**src/rtl/pis_pkg.sv**
```systemverilog
// ----------------------------------------------------------------------------
// pis_pkg
// Shared types and constants for the pulse interleave scheduler.
// ----------------------------------------------------------------------------
`default_nettype none

package pis_pkg;

  // Field widths
  localparam int unsigned TimeW   = 56;
  localparam int unsigned SizeW   = 16;
  localparam int unsigned TagW    = 16;
  localparam int unsigned DurW    = 48;
  localparam int unsigned PulseW  = 16;
  localparam int unsigned RatioW  = 10;
  localparam int unsigned TsW     = 26;
  localparam int unsigned CfgIdxW = 4;
  localparam int unsigned CfgDatW = 16;

  // Remainder unit widths: signed dividend, signed remainder
  localparam int unsigned DivW    = 58;
  localparam int unsigned RemW    = 28;

  // Configuration register indexes
  localparam logic [CfgIdxW-1:0] CfgPulseWidth = 4'd0;
  localparam logic [CfgIdxW-1:0] CfgSymbolRatio = 4'd1;

  // Register reset values
  localparam logic [PulseW-1:0] PulseWidthRst = 16'd100;
  localparam logic [RatioW-1:0] SymbolRatioRst = 10'd100;

  typedef enum logic [1:0] {
    OP_TX_REQ  = 2'd0,
    OP_RX_START = 2'd1,
    OP_TX_END  = 2'd2,
    OP_RX_END  = 2'd3
  } op_e;

  typedef enum logic [2:0] {
    ST_SENT_NOW   = 3'd0,
    ST_INTERLEAVE = 3'd1,
    ST_NO_GAP     = 3'd2,
    ST_RX_DROPPED = 3'd3,
    ST_RX_KEPT    = 3'd4,
    ST_REMOVED    = 3'd5,
    ST_NOT_FOUND  = 3'd6,
    ST_TABLE_FULL = 3'd7
  } status_e;

  typedef struct packed {
    op_e              op;
    logic [TimeW-1:0] now_fs;
    logic [SizeW-1:0] size_bytes;
    logic [TagW-1:0]  packet_tag;
    logic [TimeW-1:0] match_start_fs;
  } req_t;

  typedef struct packed {
    status_e          status;
    logic [TimeW-1:0] tx_start_fs;
    logic [TimeW-1:0] tx_end_fs;
  } rsp_t;

  // Handshake between sequencer and remainder unit
  typedef struct packed {
    logic start;
  } rem_ctrl_t;

  typedef struct packed {
    logic busy;
    logic done;
  } rem_stat_t;

endpackage

`default_nettype wire

```
**src/rtl/pis_remdiv.sv**
```systemverilog
// ----------------------------------------------------------------------------
// pis_remdiv
// Shared truncating remainder unit, two dividend bits per cycle.
// ----------------------------------------------------------------------------
`default_nettype none

module pis_remdiv (
  input  wire logic                              clk_i,
  input  wire logic                              rst_ni,
  input  wire pis_pkg::rem_ctrl_t                ctrl_i,
  input  wire logic signed [pis_pkg::DivW-1:0]   dividend_i,
  input  wire logic [pis_pkg::TsW-1:0]           divisor_i,
  output pis_pkg::rem_stat_t                     stat_o,
  output logic signed [pis_pkg::RemW-1:0]        rem_o
);

  localparam int unsigned Steps = pis_pkg::DivW / 2;
  localparam int unsigned CntW  = $clog2(Steps + 1);
  localparam int unsigned RW    = pis_pkg::TsW + 1;

  logic [pis_pkg::DivW-1:0] mag_q, mag_d;
  logic [RW-1:0]            r_q, r_d;
  logic [CntW-1:0]          cnt_q, cnt_d;
  logic                     neg_q, neg_d;
  logic                     busy_q, busy_d;
  logic                     done_q, done_d;
  logic [pis_pkg::TsW-1:0]  div_q, div_d;

  logic [RW-1:0] t1, t2, t1r;

  // Two restoring steps per cycle
  always_comb begin
    t1  = {r_q[pis_pkg::TsW-1:0], mag_q[pis_pkg::DivW-1]};
    t1r = (t1 >= {1'b0, div_q}) ? t1 - {1'b0, div_q} : t1;
    t2  = {t1r[pis_pkg::TsW-1:0], mag_q[pis_pkg::DivW-2]};
    r_d = (t2 >= {1'b0, div_q}) ? t2 - {1'b0, div_q} : t2;
  end

  always_comb begin
    mag_d  = mag_q;
    cnt_d  = cnt_q;
    neg_d  = neg_q;
    busy_d = busy_q;
    done_d = 1'b0;
    div_d  = div_q;
    if (ctrl_i.start) begin
      neg_d  = dividend_i[pis_pkg::DivW-1];
      mag_d  = dividend_i[pis_pkg::DivW-1] ? pis_pkg::DivW'(-dividend_i)
                                           : pis_pkg::DivW'(dividend_i);
      cnt_d  = CntW'(Steps);
      busy_d = 1'b1;
      div_d  = divisor_i;
    end else if (busy_q) begin
      mag_d = {mag_q[pis_pkg::DivW-3:0], 2'b00};
      cnt_d = cnt_q - CntW'(1);
      if (cnt_q == CntW'(1)) begin
        busy_d = 1'b0;
        done_d = 1'b1;
      end
    end
  end

  // Control state
  always_ff @(posedge clk_i or negedge rst_ni) begin
    if (!rst_ni) begin
      busy_q <= 1'b0;
      done_q <= 1'b0;
      cnt_q  <= '0;
    end else begin
      busy_q <= busy_d;
      done_q <= done_d;
      cnt_q  <= cnt_d;
    end
  end

  // Datapath
  always_ff @(posedge clk_i) begin
    mag_q <= mag_d;
    neg_q <= neg_d;
    div_q <= div_d;
    if (ctrl_i.start) begin
      r_q <= '0;
    end else if (busy_q) begin
      r_q <= r_d;
    end
  end

  assign stat_o.busy = busy_q;
  assign stat_o.done = done_q;
  assign rem_o = neg_q ? -$signed({1'b0, r_q}) : $signed({1'b0, r_q});

endmodule

`default_nettype wire

```
**config.mk**
```make
export PLATFORM = sky130hd
export DESIGN_NAME = pis_remdiv
export DESIGN_NICKNAME = d
export VERILOG_FILES = /design/src/rtl/pis_pkg.sv /design/src/rtl/pis_remdiv.sv
export SDC_FILE = /design/constraint.sdc
export NUM_CORES = 1
export LEC_CHECK = 0
export BUFFER_PORTS_ARGS = -buffer_cell sky130_fd_sc_hd__buf_2
export CORE_UTILIZATION = 55
export DETAILED_ROUTE_END_ITERATION = 8
export PLACE_DENSITY = 0.83
export SLEW_MARGIN = 20
export SYNTH_ARGS = -nofsm -noshare
export SYNTH_HDL_FRONTEND = slang
export SYNTH_SLANG_ARGS = --single-unit
```
**constraint.sdc**
```tcl
create_clock -name clk_i -period 6.9 [get_ports clk_i]
set_clock_uncertainty 0.1 [all_clocks]
set_input_delay 1.38 -clock clk_i [delete_from_list [all_inputs] [get_ports clk_i]]
set_output_delay 1.38 -clock clk_i [all_outputs]
set_load 0.02 [all_outputs]
```
# Word-level counts from Yosys, hierarchy flattened
# Index checks and enable logic that the tools add are counted.
# word_totals
latchBits	0
ramBits	0
romBits	0
in_bits	87
regBits	119
wordCells	30
out_inout_bits	30
n_memories	0
# classes
mul	0
bitwise	0
div	0
n_eq_ne	1
add_sub_neg	5
n_lt_le_gt_ge	2
muxes	14
n_reduce_logical	1
shifts	0
# ops
cell	n
$mux W58	3
$neg A58 Y58	1
$ge A27 B26 Y1	2
$mux W28	1
$neg A27 Y28	1
$mux W27	1
$sub A27 B26 Y27	1
$mux W26	1
$sub A26 B26 Y26	1
$mux W5	2
$mux W1	6
$eq A5 B1 Y1 const B	1
$sub A5 B1 Y5 const B	1
$reduce_bool A2 Y1	1

# Depth between registers and ports, before layout
# Gate-level depths: netlist of run 1.
# depth
ltp_word	4
depth_mapped	23
ltp_nobuf	21

# Worst setup path after synthesis of run 1
# No wires, ideal clock.
# synth_timing
path_kind	reg2reg
from	reg div_q[1] (netlist name)
to	reg r_q[12]
arrival_ns	5.442
n_path_buf	2
setup_ns	0.122
slack_ns	1.236
period_less_slack_ns	5.664
path_stages_with_launch	22
t_required_ns	6.678
path_cell_list	edfxtp_1 -> inv_1 -> ha_1 -> nor2b_1 -> o2111ai_1 -> and3b_1 -> o21ai_0 -> a2111oi_0 -> o21ai_1 -> clkbuf_1 -> mux2_2 -> ha_1 -> a41o_1 -> a221oi_1 -> o21a_1 -> nand4_1 -> a31oi_1 -> o31ai_1 -> a31oi_1 -> clkbuf_1 -> nand2_1 -> o311a_1
# synth_via
elab_chain_len	4
word_cells_on_any_way	6
cone_classes	2 x add/sub; 2 x order compare; 2 x mux
# synth_lines
element	line_no	rtl
start: declaration	pis_remdiv.sv:27	logic [pis_pkg::TsW-1:0] div_q, div_d;
start signal: assignment	pis_remdiv.sv:80	div_q <= div_d;
$sub A26 B26 Y26 or $ge A27 B26 Y1 (tied branches)	pis_remdiv.sv:34	t1r = (t1 >= {1'b0, div_q}) ? t1 - {1'b0, div_q} : t1;
$mux W26	pis_remdiv.sv:34	
$sub A27 B26 Y27 or $ge A27 B26 Y1 (tied branches)	pis_remdiv.sv:36	r_d = (t2 >= {1'b0, div_q}) ? t2 - {1'b0, div_q} : t2;
$mux W27 (*)	pis_remdiv.sv:36	
end signal: assignment	pis_remdiv.sv:84	r_q <= r_d;
end: declaration	pis_remdiv.sv:22	logic [RW-1:0] r_q, r_d;
# Mark *: on every way between the ends. The rest lies on a longest branch, timed or not.
# A chain may end at the register's enable or synchronous reset.

# Worst setup path in the final report of run 1
# layout_timing
from	reg r_q[19]
to	reg r_q[8]
# layout_via
elab_chain_len	4
word_cells_on_any_way	6
cone_classes	2 x add/sub; 2 x order compare; 2 x mux
# layout_lines
element	line_no
$ge A27 B26 Y1 or $sub A26 B26 Y26 (tied branches)	pis_remdiv.sv:34
$mux W26 (*)	pis_remdiv.sv:34
$sub A27 B26 Y27 or $ge A27 B26 Y1 (tied branches)	pis_remdiv.sv:36
$mux W27 (*)	pis_remdiv.sv:36
# Marks and branches as above.

==> results of run 1 <==
[Yosys cell counts, drive strengths merged, types with 16 or more instances]
cell    instances
a21o           22
a21oi          82
clkbuf         38
dfxtp          27
edfxtp         85
ha             56
inv            48
mux2           37
nand2          86
nand3          20
nor2           84
nor3           17
o21ai          55
o31ai          20
or3            16
xnor2          64
xor2           62
[cell type report]
type / count / area (µm²)
clock inverter: 14 / 224
sequential: 119 / 3270
tap: 225 / 282
fill: 1410 / 6150
timing repair buffer: 124 / 643
multi-input combinational: 849 / 6000
clock buffer: 17 / 425
inverter: 49 / 184
[state kept, by name (all words and copies together), names as in the netlist]
| register | cells |
|---|---|
| div_q | 26 |
| cnt_q | 5 |
| busy_q | 1 |
| done_q | 1 |
| neg_q | 1 |
| mag_q | 58 |
| r_q | 27 |
[kinds of logic after synthesis]
group	after synthesis
simple gates	319
compound gates	302
flops	119
fa+ha+maj	58
mux	44
xor+xnor	126
buf+inv	95
[report_power, final]
part | internal (µW) | switching (µW) | leakage (µW)
sequential | 907 | 146 | 0.00117
combinational | 1230 | 1770 | 0.00307
clock | 642 | 341 | 0.000314
[per-stage QoR]
step | hold slack [ps] | setup WS [ps] | instances | total power [µW] | instance area [µm²]
floorplan | 385 | 1240 | 1063 | 3280 | 9630
global placement | 406 | 650 | 1366 | 3940 | 10400
detailed placement | 409 | 382 | 1366 | 3990 | 10400
CTS | 426 | 308 | 1397 | 4990 | 11000
global route | 453 | 35.4 | 1397 | 5370 | 11000
finish | 425 | 580 | 1397 | 5040 | 11000
[path summary, 6_finish.rpt]
check / startpoint / end / slack [ps] / depth (start not counted)
setup / recovery: r_q[19] / r_q[8] / 580 / 18
hold / removal: cnt_q[4] / cnt_q[4] / 420 / 2
setup reg to reg: r_q[19] / r_q[8] / 580 / 18
hold reg to reg: cnt_q[4] / cnt_q[4] / 420 / 2
max in group asynchronous: rst_ni / cnt_q[0] / 5860 / 1
min in group asynchronous: rst_ni / cnt_q[2] / 680 / 1
[routing by layer]
| metal | global-route usage [%] | vias to the layer above | wire [µm] |
|---|---|---|---|
| li1 | - | 4173 | - |
| met5 | 0 | - | 13 |
| met2 | 44.8 | 381 | 11400 |
| met1 | 38.4 | 4082 | 11000 |
| met4 | 10.2 | 2 | 611 |
| met3 | 5.40 | 41 | 1900 |
[worst max-delay path: stages (launching register included)]
cell	delay [ps]
dfxtp_1	390
ha_1	390
a21oi_1	170
o211a_1	250
nor3_1	460
o21ai_0	340
o21ai_2	510
mux2i_1	330
inv_1	80
ha_1	380
and2_1	250
a221oi_1	360
o21a_1	200
nand4_1	130
a31oi_1	480
o31ai_1	190
a31o_2	440
nor2_1	480
o311ai_0	220
[layout by cell type, fill, tap and decap left out, types with 37 or more instances in the layout]
cell type,netlist,routed
a21oi_1,81,81
nor2_1,84,84
edfxtp_1,85,85
nand2_1,85,85
inv_1,48,47
xor2_1,62,62
xnor2_1,64,64
mux2_2,37,37
o21ai_0,53,53
buf_2,1,115
ha_1,56,56
==> impl_metrics.json, run 1 <==
{
  "root_buffer": "clkbuf_16",
  "antenna_found_initial": 2,
  "synth_top_family_by_area": "compound AO/OA/AOI/OAI gates",
  "rsz0062_at_grt": "no",
  "ant_nets": 0,
  "worst_pin_slew_ps": 1020,
  "relSlewSlack_pct": 31.9,
  "hp-class": "register to register",
  "crit_fanout": 21,
  "finalCritPeriodShare_pct": 91.6,
  "async_flop_share_pct": 5.88,
  "cts_setup_buffers": 0,
  "core_mm2": 0.0172,
  "setup_violations": 0,
  "die_area_mm2": 0.0180,
  "synth_area_mm2": 0.00963,
  "die_height_um": 134,
  "synth_top_flop_cell": "edfxtp_1",
  "finalCriticalPeriod_ps": 6320,
  "htreeDepth": 4,
  "cellLeakagePower_uw": 0.00455,
  "dr.pass1.iters": 5,
  "globalRouteTotalUtil_pct": 28.3,
  "drc_errors": 0,
  "gp_congestion": 0.929,
  "synth_fa_ha_area_share_pct": 7.69,
  "clock_sinks": 119,
  "wl_mm": 25.0,
  "clk_pin_slew_worst_paths_ps": 60,
  "grt_start_max_net_pins": 79,
  "viasPerCell": 6.21,
  "arrival_ps": 6480,
  "synthMuxAreaShare_pct": 5.05,
  "syn_inst": 1063,
  "max_cap_viol_count": 0,
  "num_io_pins": 117,
  "avgSynthCellArea_um2": 9.06,
  "cts_resized": 0,
  "dr.first_iter.drc_count": 656,
  "area_delta_synth_final_pct": 14.5,
  "vias": 8679,
  "dp_hpwl_mm": 18.6,
  "synth_compound_area_share_pct": 21.3,
  "max_freq_mhz": 158,
  "setup_tns_ps": 0,
  "initial_core_util_pct": 56.1,
  "clk_latency_ps": 420,
  "synth_area_leaders": "edfxtp_1 (27%), ha_1 (7.3%), xnor2_1 (5.8%), xor2_1 (5.6%), dfxtp_1 (5.6%)",
  "grt_pass1_vias": 7902,
  "slew_violations": 0,
  "hold_violations": 0,
  "ctsHoldBuffers": 0,
  "diodes": 0,
  "drive_gt1_share_pct": 18.5,
  "synth_edf_count": 85,
  "end_kind": "register",
  "worstPathRequired_ps": 7060,
  "grt_pass1_wl_mm": 40.2,
  "grt_overflow_total": 0,
  "yosys.area.top_type": "edfxtp_1",
  "synth_top_area_share_pct": 26.5,
  "synthSimpleGateAreaFrac_pct": 16.7,
  "cts_tree": "yes",
  "postLayoutCoreUtil_pct": 64.2,
  "synth.distinct_cells": 73,
  "ys_seq_elements": 119,
  "synthXorXnorAreaFrac_pct": 11.5,
  "cp-start-kind": "register",
  "synth_seq_area_share_pct": 33.9,
  "path_class": "register to register",
  "ir_drop_mv": 0.250,
  "rows": 48,
  "portBuffers": 116,
  "ys_warn_count": 0,
  "cellPowerDensity_mw_per_mm2": 457,
  "cts_buffers": 17,
  "synth_nets": 1208,
  "clock_path_buffers": 2,
  "status": "finished clean",
  "final_nets": 1305,
  "die_w_um": 134,
  "wl_per_cell_um": 17.9
}
Note: power is estimated with default switching activity, not from simulation.
==> run 2, diff against run 1 <==
ABC_AREA = 1   (was not set)
PLACE_DENSITY = 0.82   (was 0.83)
==> run 2 against run 1 <==
Against the previous run: power up 19%; synthesized area is 18% higher; critical path depth is 6 higher; setup slack better by 780 ps; combinational power increased by 35%; utilization is 1.2 points lower; register-to-register slack improved by 780 ps.
==> impl_metrics.json, run 2 <==
{
  "status": "finished clean",
  "setup_tns_ps": 0,
  "cts_resized": 0,
  "clk_pin_slew_worst_paths_ps": 60,
  "hold_violations": 0,
  "wl_per_cell_um": 16.2,
  "whs_path_depth": 2,
  "synth_area_mm2": 0.0114,
  "hp-class": "register to register",
  "max_freq_mhz": 181,
  "vias": 11900,
  "synth_nets": 1929,
  "r2r_slack_ps": 1360,
  "setup_violations": 0,
  "rsz0062_at_grt": "no",
  "cellPowerDensity_mw_per_mm2": 471,
  "synth_area_leaders": "edfxtp_1 (22%), nand2_1 (18%), inv_1 (9.1%), nor2_1 (6.7%), nand3_1 (6.4%)",
  "worst_pin_slew_ps": 793,
  "ir_drop_mv": 0.193,
  "final_common_cell": "nand2_1",
  "finalCritPeriodShare_pct": 80.3,
  "initial_core_util_pct": 56.2,
  "cts_setup_buffers": 0,
  "wl_mm": 35.1,
  "final_nets": 2026,
  "dp_hpwl_mm": 28.2,
  "crit_fanout": 37,
  "ctsHoldBuffers": 0,
  "die_height_um": 146,
  "portBuffers": 116,
  "die_area_mm2": 0.0213,
  "cts_tree": "yes",
  "reg.largest.list": "mag_q (58), r_q (27), div_q (26)",
  "hold_start": "r_q[16]",
  "gp_congestion": 1.01,
  "syn_inst": 1784,
  "synth_edf_count": 85,
  "total_power_uw": 6020,
  "relSlewSlack_pct": 47.0,
  "dr.pass1.iters": 5,
  "viasPerCell": 5.51,
  "yosysMostFrequentCell": "nand2_1",
  "ant_nets": 0,
  "clock_path_buffers": 2,
  "drc_errors": 0,
  "grt_pass1_vias": 11500,
  "clock_sinks": 119,
  "worstHoldEndpoint": "r_q[16]",
  "cellLeakagePower_uw": 0.00642,
  "arrival_ps": 5800,
  "drive_gt1_share_pct": 9.98,
  "r2r-start": "div_q[21]",
  "diodes": 0,
  "grt_start_max_net_pins": 60,
  "slew_violations": 0,
  "ys_top_cells_by_count": "nand2_1 (548), inv_1 (276), nor2_1 (205)",
  "clk_latency_ps": 430,
  "end_kind": "register",
  "ys_seq_elements": 119,
  "cts_buffers": 17,
  "worstPathRequired_ps": 7170,
  "synth_top_area_share_pct": 22.4,
  "num-fill-cells": 1977,
  "grt_overflow_total": 0,
  "yosys.area.top_type": "edfxtp_1",
  "dr.first_iter.drc_count": 791,
  "reg2reg_to": "r_q[19]",
  "synth_top_flop_cell": "edfxtp_1",
  "largest_reg_flops": 58,
  "max_cap_viol_count": 0,
  "cp-start-kind": "register",
  "final_cell_mix": "nand2_1 (548), inv_1 (275), nor2_1 (203)",
  "largest-register": "mag_q",
  "async_flop_share_pct": 5.88,
  "finalCriticalPeriod_ps": 5540,
  "path_class": "register to register",
  "core_mm2": 0.0203,
  "area_delta_synth_final_pct": 12.1,
  "ys_warn_count": 0,
  "avgSynthCellArea_um2": 6.40,
  "synth_seq_area_share_pct": 28.6,
  "grt_pass1_wl_mm": 56.3,
  "root_buffer": "clkbuf_16",
  "rows": 52,
  "synth.distinct_cells": 51,
  "globalRouteTotalUtil_pct": 33.5,
  "htreeDepth": 4,
  "reg2reg_depth": 24,
  "num_io_pins": 117,
  "die_w_um": 146,
  "antenna_found_initial": 0
}
[run 2: layout make-up]
cell class / instances / area [µm²] / area share, %
Clock buffer: 18 / 429 / 3.36
Clock inverter: 14 / 175 / 1.37
Inverter: 281 / 1050 / 8.25
Multi-Input combinational cell: 1340 / 6890 / 53.9
Sequential cell: 119 / 3270 / 25.6
Tap cell: 270 / 338 / 2.64
Timing Repair Buffer: 122 / 628 / 4.91
[run 2: worst max-delay path by stage]
stage,cells after the start,endpoint,startpoint
floorplan,24,r_q[1],r_q[20]
global placement,22,r_q[24],div_q[22]
detailed placement,24,r_q[10],div_q[21]
CTS,24,r_q[19],div_q[21]
global route,24,r_q[19],div_q[17]
finish,24,r_q[19],div_q[21]
[run 2: cell families after synthesis]
family,synth area share (%)
adders and majority gates,6.49
xor gates and xnor gates,7.29
DFF,28.6
AOI/OAI and AO/OA,8.64
and+or+nand+nor,37.9
buffers and inverters,11.0
[run 2: layer usage]
layer / vias up / routed length, µm / global-route usage (%)
met5: - / 0 / 0
met2: 500 / 16900 / 58.8
li1: 5918 / - / -
met4: 0 / 1350 / 15.6
met3: 87 / 2220 / 4.34
met1: 5416 / 14600 / 40.7
[run 2: per-stage QoR]
stage	util [%]	setup WS, ps	area (µm²)	cells	hold WS [ps]
2_1_floorplan	-	3100	11400	1784	358
3_3_place_gp	60.0	1660	12200	2132	378
3_5_place_dp	60.0	1550	12200	2132	382
4_1_cts	63.0	1500	12800	2164	392
5_1_grt	63.0	953	12800	2164	423
6_report	63.0	1360	12800	2164	388
[run 2: where the power goes]
part | switching (µW) | total [µW] | internal [µW]
Combinational | 2710 | 4060 | 1350
Clock | 355 | 926 | 571
Sequential | 124 | 1030 | 910
[run 2: critical path, stage by stage, from the launching register on]
cell      delay [ps]
edfxtp_1         370
inv_1            150
ha_1             330
nand2_2          140
inv_1             50
nand2_1           50
nand2_1           60
nand2_1           70
nand2_1           80
a21oi_4          390
nand3_4          450
o21ai_0          560
inv_1             90
ha_1             340
nand2_1          140
inv_1             50
a21oi_1          240
nand3_1          190
nand2_1          100
nand3_1          140
a21oi_4          680
nand2_4          330
nand2_1          160
nand3_1           90
nand2_1           90
